==> config.mk <==
export PLATFORM = sky130hd
export DESIGN_NAME = shadow_cascade_selector_core
export DESIGN_NICKNAME = d
export VERILOG_FILES = /design/src/sv/sdsel_pkg.sv /design/src/sv/shadow_cascade_selector_core.sv /design/src/sv/sdsel_select.sv /design/src/sv/sdsel_div_cell.sv
export SDC_FILE = /design/constraint.sdc
export NUM_CORES = 2
export LEC_CHECK = 0
export BUFFER_PORTS_ARGS = -buffer_cell sky130_fd_sc_hd__buf_2
export CAP_MARGIN = 20
export CELL_PAD_IN_SITES_DETAIL_PLACEMENT = 1
export CELL_PAD_IN_SITES_GLOBAL_PLACEMENT = 2
export CORE_MARGIN = 4
export CORE_UTILIZATION = 35
export CTS_BUF_LIST = sky130_fd_sc_hd__clkbuf_8
export CTS_CLUSTER_DIAMETER = 120
export DETAILED_ROUTE_END_ITERATION = 8
export PLACE_DENSITY = 0.78
export SETUP_SLACK_MARGIN = 0.05
export SYNTH_ARGS = -nofsm -noshare
export SYNTH_HDL_FRONTEND = slang
export SYNTH_SLANG_ARGS = --single-unit
export TNS_END_PERCENT = 30
==> constraint.sdc <==
create_clock -name clock -period 9.1 [get_ports clock]
set_input_delay 2.73 -clock clock [delete_from_list [all_inputs] [get_ports clock]]
set_output_delay 2.73 -clock clock [all_outputs]
set_load 0.02 [all_outputs]
==> src/sv/sdsel_pkg.sv <==
// Shared constants and types for the shadow cascade selector.
package sdsel_pkg;

   localparam int MaxCascades = 4;
   localparam int DepthBits   = 24;
   localparam int RegBits     = DepthBits - 1;
   localparam int IdxBits     = 2;
   localparam int CountBits   = 3;
   localparam int FracBits    = 16;
   localparam int WeightBits  = FracBits + 1;
   localparam int CsrIdxBits  = 3;

   localparam logic [CsrIdxBits-1:0] CSR_CASCADE_COUNT = 3'd0;
   localparam logic [CsrIdxBits-1:0] CSR_SPLIT_FAR_0   = 3'd1;
   localparam logic [CsrIdxBits-1:0] CSR_SPLIT_FAR_1   = 3'd2;
   localparam logic [CsrIdxBits-1:0] CSR_SPLIT_FAR_2   = 3'd3;
   localparam logic [CsrIdxBits-1:0] CSR_SPLIT_FAR_3   = 3'd4;
   localparam logic [CsrIdxBits-1:0] CSR_BLEND_START_0 = 3'd5;
   localparam logic [CsrIdxBits-1:0] CSR_BLEND_START_1 = 3'd6;
   localparam logic [CsrIdxBits-1:0] CSR_BLEND_START_2 = 3'd7;

   typedef struct packed {
      logic [CountBits-1:0]                     count;
      logic [MaxCascades-1:0][RegBits-1:0]      far;
      logic [MaxCascades-2:0][RegBits-1:0]      blend;
   } sdsel_cfg_type;

   typedef struct packed {
      logic [IdxBits-1:0] primary;
      logic [IdxBits-1:0] secondary;
      logic               beyond;
      logic               sat;
   } sdsel_side_type;

   typedef struct packed {
      logic [RegBits-1:0]  rem;
      logic [RegBits-1:0]  den;
      logic [FracBits-1:0] quo;
   } sdsel_div_type;

endpackage

==> src/sv/shadow_cascade_selector_core.sv <==
// Shadow cascade selector top level: CSR bank, select stages and divider cell chain.
// One depth per clock is taken whenever busy is low; busy is high only during reset.
// Each transaction yields one result: rsp_strobe marks it once the transaction has
// passed 18 register stages: two select stages followed by a chain of 16 divider
// cells, one weight bit per cell. The result cannot be held off. CSR writes apply
// to transactions started after the write and to one in its second select stage;
// change them only while no transaction is in flight.
module shadow_cascade_selector_core import sdsel_pkg::*; (
   input  logic                        clock,
   input  logic                        reset,
   input  logic                        start,
   output logic                        busy,
   input  logic signed [DepthBits-1:0] req_view_depth,
   output logic                        rsp_strobe,
   output logic [IdxBits-1:0]          rsp_primary_cascade,
   output logic [IdxBits-1:0]          rsp_secondary_cascade,
   output logic [WeightBits-1:0]       rsp_secondary_weight,
   output logic                        rsp_beyond_range,
   input  logic                        csr_write_enable,
   input  logic [CsrIdxBits-1:0]       csr_index,
   input  logic [RegBits-1:0]          csr_write_data
);

   sdsel_cfg_type  cfg_ff, cfg_in;
   logic           accept;

   logic           chain_valid [FracBits+1];
   sdsel_side_type chain_side  [FracBits+1];
   sdsel_div_type  chain_div   [FracBits+1];

   assign busy   = reset;
   assign accept = start && !busy;

   always_comb begin
      cfg_in = cfg_ff;
      if (csr_write_enable) begin
         case (csr_index)
            CSR_CASCADE_COUNT: cfg_in.count    = csr_write_data[CountBits-1:0];
            CSR_SPLIT_FAR_0:   cfg_in.far[0]   = csr_write_data;
            CSR_SPLIT_FAR_1:   cfg_in.far[1]   = csr_write_data;
            CSR_SPLIT_FAR_2:   cfg_in.far[2]   = csr_write_data;
            CSR_SPLIT_FAR_3:   cfg_in.far[3]   = csr_write_data;
            CSR_BLEND_START_0: cfg_in.blend[0] = csr_write_data;
            CSR_BLEND_START_1: cfg_in.blend[1] = csr_write_data;
            CSR_BLEND_START_2: cfg_in.blend[2] = csr_write_data;
            default:           cfg_in = cfg_ff;
         endcase
      end
   end

   always_ff @(posedge clock) begin
      if (reset) begin
         cfg_ff <= '{count: CountBits'(1), far: '0, blend: '0};
      end else begin
         cfg_ff <= cfg_in;
      end
   end

   sdsel_select u_select (
      .clock     (clock),
      .reset     (reset),
      .in_valid  (accept),
      .in_depth  (req_view_depth),
      .cfg       (cfg_ff),
      .out_valid (chain_valid[0]),
      .out_side  (chain_side[0]),
      .out_div   (chain_div[0])
   );

   for (genvar g = 0; g < FracBits; g++) begin : g_cell
      sdsel_div_cell u_cell (
         .clock     (clock),
         .reset     (reset),
         .in_valid  (chain_valid[g]),
         .in_side   (chain_side[g]),
         .in_div    (chain_div[g]),
         .out_valid (chain_valid[g+1]),
         .out_side  (chain_side[g+1]),
         .out_div   (chain_div[g+1])
      );
   end

   assign rsp_strobe            = chain_valid[FracBits];
   assign rsp_primary_cascade   = chain_side[FracBits].primary;
   assign rsp_secondary_cascade = chain_side[FracBits].secondary;
   assign rsp_beyond_range      = chain_side[FracBits].beyond;
   assign rsp_secondary_weight  = chain_side[FracBits].sat ?
                                  WeightBits'(1) << FracBits :
                                  {1'b0, chain_div[FracBits].quo};

`ifndef SYNTHESIS
   a_beyond_no_weight: assert property (@(posedge clock) disable iff (reset)
      rsp_strobe && rsp_beyond_range |-> rsp_secondary_weight == '0)
      else $error("beyond-range transaction carries a blend weight");

   a_secondary_next: assert property (@(posedge clock) disable iff (reset)
      rsp_strobe |-> (rsp_secondary_cascade == rsp_primary_cascade) ||
                     (rsp_secondary_cascade == rsp_primary_cascade + IdxBits'(1)))
      else $error("secondary cascade is neither primary nor the next one");

   a_weight_needs_blend: assert property (@(posedge clock) disable iff (reset)
      rsp_strobe && rsp_secondary_weight != '0 |->
         rsp_secondary_cascade != rsp_primary_cascade)
      else $error("nonzero weight without a blend cascade");

   a_weight_range: assert property (@(posedge clock) disable iff (reset)
      rsp_strobe |-> rsp_secondary_weight <= (WeightBits'(1) << FracBits))
      else $error("blend weight above one");

   a_no_accept_in_reset: assert property (@(posedge clock)
      reset |=> !chain_valid[0])
      else $error("select stage valid right after reset");
`endif

endmodule

==> src/sv/sdsel_select.sv <==
// Cascade match, blend decision and divider operand setup (two stages).
module sdsel_select import sdsel_pkg::*; (
   input  logic                        clock,
   input  logic                        reset,
   input  logic                        in_valid,
   input  logic signed [DepthBits-1:0] in_depth,
   input  sdsel_cfg_type               cfg,
   output logic                        out_valid,
   output sdsel_side_type              out_side,
   output sdsel_div_type               out_div
);

   logic [CountBits-1:0]   n;
   logic [MaxCascades-1:0] match;
   logic                   found;
   logic [IdxBits-1:0]     idx;
   logic [IdxBits-1:0]     last;
   logic                   neg;
   logic [RegBits-1:0]     dmag;

   logic                 a_valid_ff, a_valid_in;
   logic [RegBits-1:0]   a_depth_ff, a_depth_in;
   logic [IdxBits-1:0]   a_idx_ff, a_idx_in;
   logic                 a_beyond_ff, a_beyond_in;
   logic                 a_cand_ff, a_cand_in;

   logic [RegBits-1:0]   far_sel;
   logic [RegBits-1:0]   bs_sel;
   logic                 blend;
   logic [RegBits:0]     den_wide;
   logic [RegBits-1:0]   den;
   logic [RegBits-1:0]   num;

   logic                 b_valid_ff, b_valid_in;
   sdsel_side_type       b_side_ff, b_side_in;
   sdsel_div_type        b_div_ff, b_div_in;

   always_comb begin
      n = (cfg.count > CountBits'(MaxCascades)) ? CountBits'(MaxCascades) : cfg.count;
      neg = in_depth[DepthBits-1];
      dmag = in_depth[RegBits-1:0];
      for (int i = 0; i < MaxCascades; i++) begin
         match[i] = (CountBits'(i) < n) && (dmag <= cfg.far[i]);
      end
      found = 1'b0;
      idx = '0;
      for (int i = MaxCascades - 1; i >= 0; i--) begin
         if (match[i]) begin
            found = 1'b1;
            idx = IdxBits'(i);
         end
      end
      last = (n == '0) ? '0 : IdxBits'(n - CountBits'(1));
   end

   always_comb begin
      a_valid_in  = in_valid;
      a_depth_in  = dmag;
      a_beyond_in = neg || (n == '0) || !found;
      a_cand_in   = 1'b0;
      if (neg || (n == '0)) begin
         a_idx_in = '0;
      end else if (found) begin
         a_idx_in  = idx;
         a_cand_in = (CountBits'(idx) + CountBits'(1)) < n;
      end else begin
         a_idx_in = last;
      end
   end

   always_ff @(posedge clock) begin
      if (reset) begin
         a_valid_ff <= 1'b0;
      end else begin
         a_valid_ff <= a_valid_in;
      end
      a_depth_ff  <= a_depth_in;
      a_idx_ff    <= a_idx_in;
      a_beyond_ff <= a_beyond_in;
      a_cand_ff   <= a_cand_in;
   end

   always_comb begin
      far_sel = '0;
      bs_sel  = '0;
      for (int i = 0; i < MaxCascades; i++) begin
         if (a_idx_ff == IdxBits'(i)) begin
            far_sel = cfg.far[i];
         end
      end
      for (int i = 0; i < MaxCascades - 1; i++) begin
         if (a_idx_ff == IdxBits'(i)) begin
            bs_sel = cfg.blend[i];
         end
      end
      blend    = a_cand_ff && (a_depth_ff > bs_sel);
      num      = a_depth_ff - bs_sel;
      den_wide = {1'b0, far_sel} - {1'b0, bs_sel};
      den      = (den_wide[RegBits] || (den_wide == '0)) ? RegBits'(1) : den_wide[RegBits-1:0];

      b_valid_in          = a_valid_ff;
      b_side_in.primary   = a_idx_ff;
      b_side_in.beyond    = a_beyond_ff;
      b_side_in.secondary = a_idx_ff;
      b_side_in.sat       = 1'b0;
      b_div_in.rem        = '0;
      b_div_in.den        = RegBits'(1);
      b_div_in.quo        = '0;
      if (blend) begin
         b_side_in.secondary = a_idx_ff + IdxBits'(1);
         b_div_in.den        = den;
         if (num >= den) begin
            b_side_in.sat = 1'b1;
         end else begin
            b_div_in.rem = num;
         end
      end
   end

   always_ff @(posedge clock) begin
      if (reset) begin
         b_valid_ff <= 1'b0;
      end else begin
         b_valid_ff <= b_valid_in;
      end
      b_side_ff <= b_side_in;
      b_div_ff  <= b_div_in;
   end

   assign out_valid = b_valid_ff;
   assign out_side  = b_side_ff;
   assign out_div   = b_div_ff;

endmodule

==> src/sv/sdsel_div_cell.sv <==
// One restoring-division cell: produces one quotient bit per transaction.
module sdsel_div_cell import sdsel_pkg::*; (
   input  logic           clock,
   input  logic           reset,
   input  logic           in_valid,
   input  sdsel_side_type in_side,
   input  sdsel_div_type  in_div,
   output logic           out_valid,
   output sdsel_side_type out_side,
   output sdsel_div_type  out_div
);

   logic [RegBits:0]   shifted;
   logic [RegBits:0]   diff;
   logic               ge;

   logic               valid_ff, valid_in;
   sdsel_side_type     side_ff, side_in;
   sdsel_div_type      div_ff, div_in;

   always_comb begin
      shifted     = {in_div.rem, 1'b0};
      diff        = shifted - {1'b0, in_div.den};
      ge          = shifted >= {1'b0, in_div.den};
      valid_in    = in_valid;
      side_in     = in_side;
      div_in.den  = in_div.den;
      div_in.rem  = ge ? diff[RegBits-1:0] : shifted[RegBits-1:0];
      div_in.quo  = {in_div.quo[FracBits-2:0], ge};
   end

   always_ff @(posedge clock) begin
      if (reset) begin
         valid_ff <= 1'b0;
      end else begin
         valid_ff <= valid_in;
      end
      side_ff <= side_in;
      div_ff  <= div_in;
   end

   assign out_valid = valid_ff;
   assign out_side  = side_ff;
   assign out_div   = div_ff;

endmodule
==> results.yml <==
synth:
  netlist.top_cell.by_area: "dfxtp_1"
  synth.mux.area_fraction: 0.0220
  synth_warnings: 0
  post_synth_fa_ha_maj_area_fraction: 0.129
  asyncSetResetFlopFracSynth: 0
  yosysTopAreaCellShare: 0.434
  syn-cell-area_um2: 54600
  postSynth.topFlopCell: "dfxtp_1"
  synth_simple_gate_area_share: 0.145
  synth_top_family_by_area: "compound AO/OA/AOI/OAI gates"
  synth.area.top_cells: "dfxtp_1 (43%), ha_1 (12%), a21oi_1 (5.5%)"
  postSynthRegisterBits: 1183
  post_synth.cell_area_avg_um2: 8.89
  ys_seq_area_frac: 0.434
  synth_enable_flop_cells: 0
  synth_cells: 6142
  synth-xor-area-share: 0.0484
  netlist-cell-type-count: 89
  synth_compound_area_frac: 0.167
  mappedNetlistNets: 6748
placement:
  io_buffer_count: 77
  finalWeightedCongestion: 0.834
  dp_slack_ns: 1.70
  dpl.hpwl_um: 119000
timing:
  setup_tns_ns: 0
  fmax_mhz: 136
  max_slew_margin: 0.294
  worst_clock_skew_on_the_final_layout_ns: 0.0704
  finalWorstSetupSlack_ns: 1.77
  worst_slew_pin_slew_ns: 1.06
  drv_slew: 0
  layout_worst_path_cycle_share: 0.805
  hold_viol: 0
  finalSetupViolations: 0
  unrepaired_setup_endpoints_after_global_routing: "false"
  final_period_minus_worst_setup_slack_ns: 7.33
worst_setup_path:
  startpoint_type: "flop"
  crit_buf_inv: 1
  critical_path.top_delay_family: "compound AO/OA/AOI/OAI gates"
  cp_data_required_time_ns: 9.94
  setup.worst_path.end_class: "flop"
  arrival_ns: 8.17
  crit_fanout: 23
  cp_slowest_cell: "a31oi_2"
  setup.worst_path.class: "flop to flop"
  cpMostUsedCell: "o21a_1"
  critical_path.max_stage_delay_ns: 0.65
clock_network:
  cts_resized: 0
  ctsHtreeMaxLevel: 4
  cts_inserted_buffers: 204
  postCtsSetupBuffers: 0
  clkSlewWorstSetupHoldPaths_ns: 0.06
  clkLatencyLatePin_ns: 0.93
  numClockSinks: 1183
  tritoncts: "built"
  master_cell_of_the_clock_root_buffer: "clkbuf_8"
  cts_hold_buf: 0
  cts.path.max_buffers: 3
finish:
  design.final.nets: 6902
  area_growth_syn_to_layout_pct: 13.5
  mostFrequentLayoutCell: "dfxtp_1"
  commonest_non_fill_non_tap_cells_in_the_layout: "dfxtp_1 (1183), nand2_1 (733), inv_1 (650)"
  final_layout_size_suffix_gt1_frac: 0.0922
global_routing:
  grt_max_degree: 94
  grtUsageMet3: 0.0316
  met2_usage: 0.321
  top_usage_layer: "met2"
  grt_pass1_wl_um: 241000
  vias_in_the_first_global_route: 43716
  grt_overflow_total: 0
  antenna_found_initial: 4
  groute.layer.met1.usage: 0.233
  total_global_route_track_usage: 0.185
floorplanning:
  starting_density: 0.353
  core_region_area_um2: 155000
  pin_count: 78
  design.die.area_um2: 162000
  die_h_um: 403
  rows: 144
  die_width_um: 403
run_status:
  run_status: "completed"
drt:
  avgRoutedWirePerCell_um: 18.0
  postRouteAntennaNets: 0
  total_drc_errors_in_the_routed_layout: 0
  first_pass_iters: 5
  drt_total_wl_um: 153000
  num_vias: 42476
  vias_per_cell: 4.99
  drt_iter0_markers: 1887
power_and_ir_drop:
  total_power_per_unit_cell_area_nw_per_um2: 358
  p_leak_nw: 25.2
  vdd.ir_drop.worst_mv: 0.189
hold_path:
  holdCritPathClass: "flop to flop"
run:
  drv.max_cap_violation_count: 0
==> Yosys cell counts (13+ instances only) <==
cell type	number
mux2_2	79
or3_1	38
o21bai_1	36
xor2_1	129
a21o_1	169
nor2_1	400
nand3_1	72
clkbuf_1	107
fa_1	17
o21ai_1	14
nand4_1	66
o21a_1	61
a31o_2	16
or2_2	20
o21ai_0	333
a211oi_1	28
buf_1	16
nor3_1	90
o211ai_1	16
a31oi_1	37
a21oi_1	602
inv_1	608
nand2_1	733
and2_1	21
xnor2_1	173
dfxtp_1	1183
mux2i_1	14
o31ai_1	39
a21boi_0	13
ha_1	535
and4_1	28
nor2b_1	111
nor4_1	21
mux2_1	15
nand2b_1	60
buf_2	24
and3_1	26
==> power by group <==
group,internal (W),switching [W]
clock network,0.00314,0.00226
registers,0.00636,0.000583
logic,0.00430,0.00556
total,0.0138,0.00840
==> worst register-to-register path, delay by kind of cell, from the launching register on <==
family,cells,cell delay (ns)
compound gates,18,4.01
simple gates,8,1.66
fa+ha+maj,3,1.12
flops,1,0.36
buf+inv,1,0.11
==> state kept, by name, summed over array words and instances, names as in the netlist <==
register	cells
u_select.a_valid_ff	1
g_cell.u_cell.out_valid	16
u_select.a_cand_ff	1
u_select.out_div	46
cfg_ff	164
u_select.out_side	6
u_select.a_beyond_ff	1
g_cell.u_cell.out_div	826
u_select.out_valid	1
u_select.a_depth_ff	23
u_select.a_idx_ff	2
g_cell.u_cell.out_side	96
==> routing by layer <==
layer | routed length (um) | share of wire | up-vias
met4 | 4360 | 0.029 | 4
met3 | 5420 | 0.035 | 275
met2 | 73500 | 0.48 | 573
met1 | 69700 | 0.46 | 20306
met5 | 24 | 0.00016 | -
li1 | - | - | 21318
==> area by class of cell <==
cell class              instances  area (um2)
clock inverters               116        1130
multi-input cells            4189       28100
repair buffers                110         664
flip-flops and latches       1183       23700
fillers                     18069       92600
clock buffers                 258        3550
well taps                    2044        2560
diodes                          1        2.50
inverters                     608        2280
==> path summary, 6_finish.rpt <==
check                                                   from                           end  slack, ns  cells past startpoint
worst max-delay path                    u_select.a_idx_ff[0]          u_select.out_div[50]       1.77                     30
worst min-delay path            g_cell[1].u_cell.out_div[21]  g_cell[2].u_cell.out_div[21]       0.31                      0
worst max register to register          u_select.a_idx_ff[0]          u_select.out_div[50]       1.77                     30
worst min register to register  g_cell[1].u_cell.out_div[21]  g_cell[2].u_cell.out_div[21]       0.31                      0
==> cells by family (layout without fill, tap and decap cells) <==
| logic type | count (synthesis) | in the layout |
|---|---|---|
| DFF | 1183 | 1183 |
| other | 0 | 1 |
| adders and majority gates | 552 | 552 |
| buffers and inverters | 770 | 1092 |
| muxes | 108 | 108 |
| AOI/OAI and AO/OA | 1499 | 1499 |
| xor gates and xnor gates | 302 | 302 |
| and+or+nand+nor | 1728 | 1728 |
==> metrics by stage <==
step	instance area [um2]	cells	power (W)	hold WS [ns]	utilization
floorplan	54600	6142	0.0144	0.310	-
global placement	57200	8132	0.0167	0.310	0.370
detailed placement	57200	8132	0.0169	0.313	0.370
CTS	61900	8506	0.0225	0.306	0.400
global route	62000	8509	0.0240	0.318	0.401
finish	62000	8509	0.0222	0.314	0.401
(Power assumes the default switching activity.)
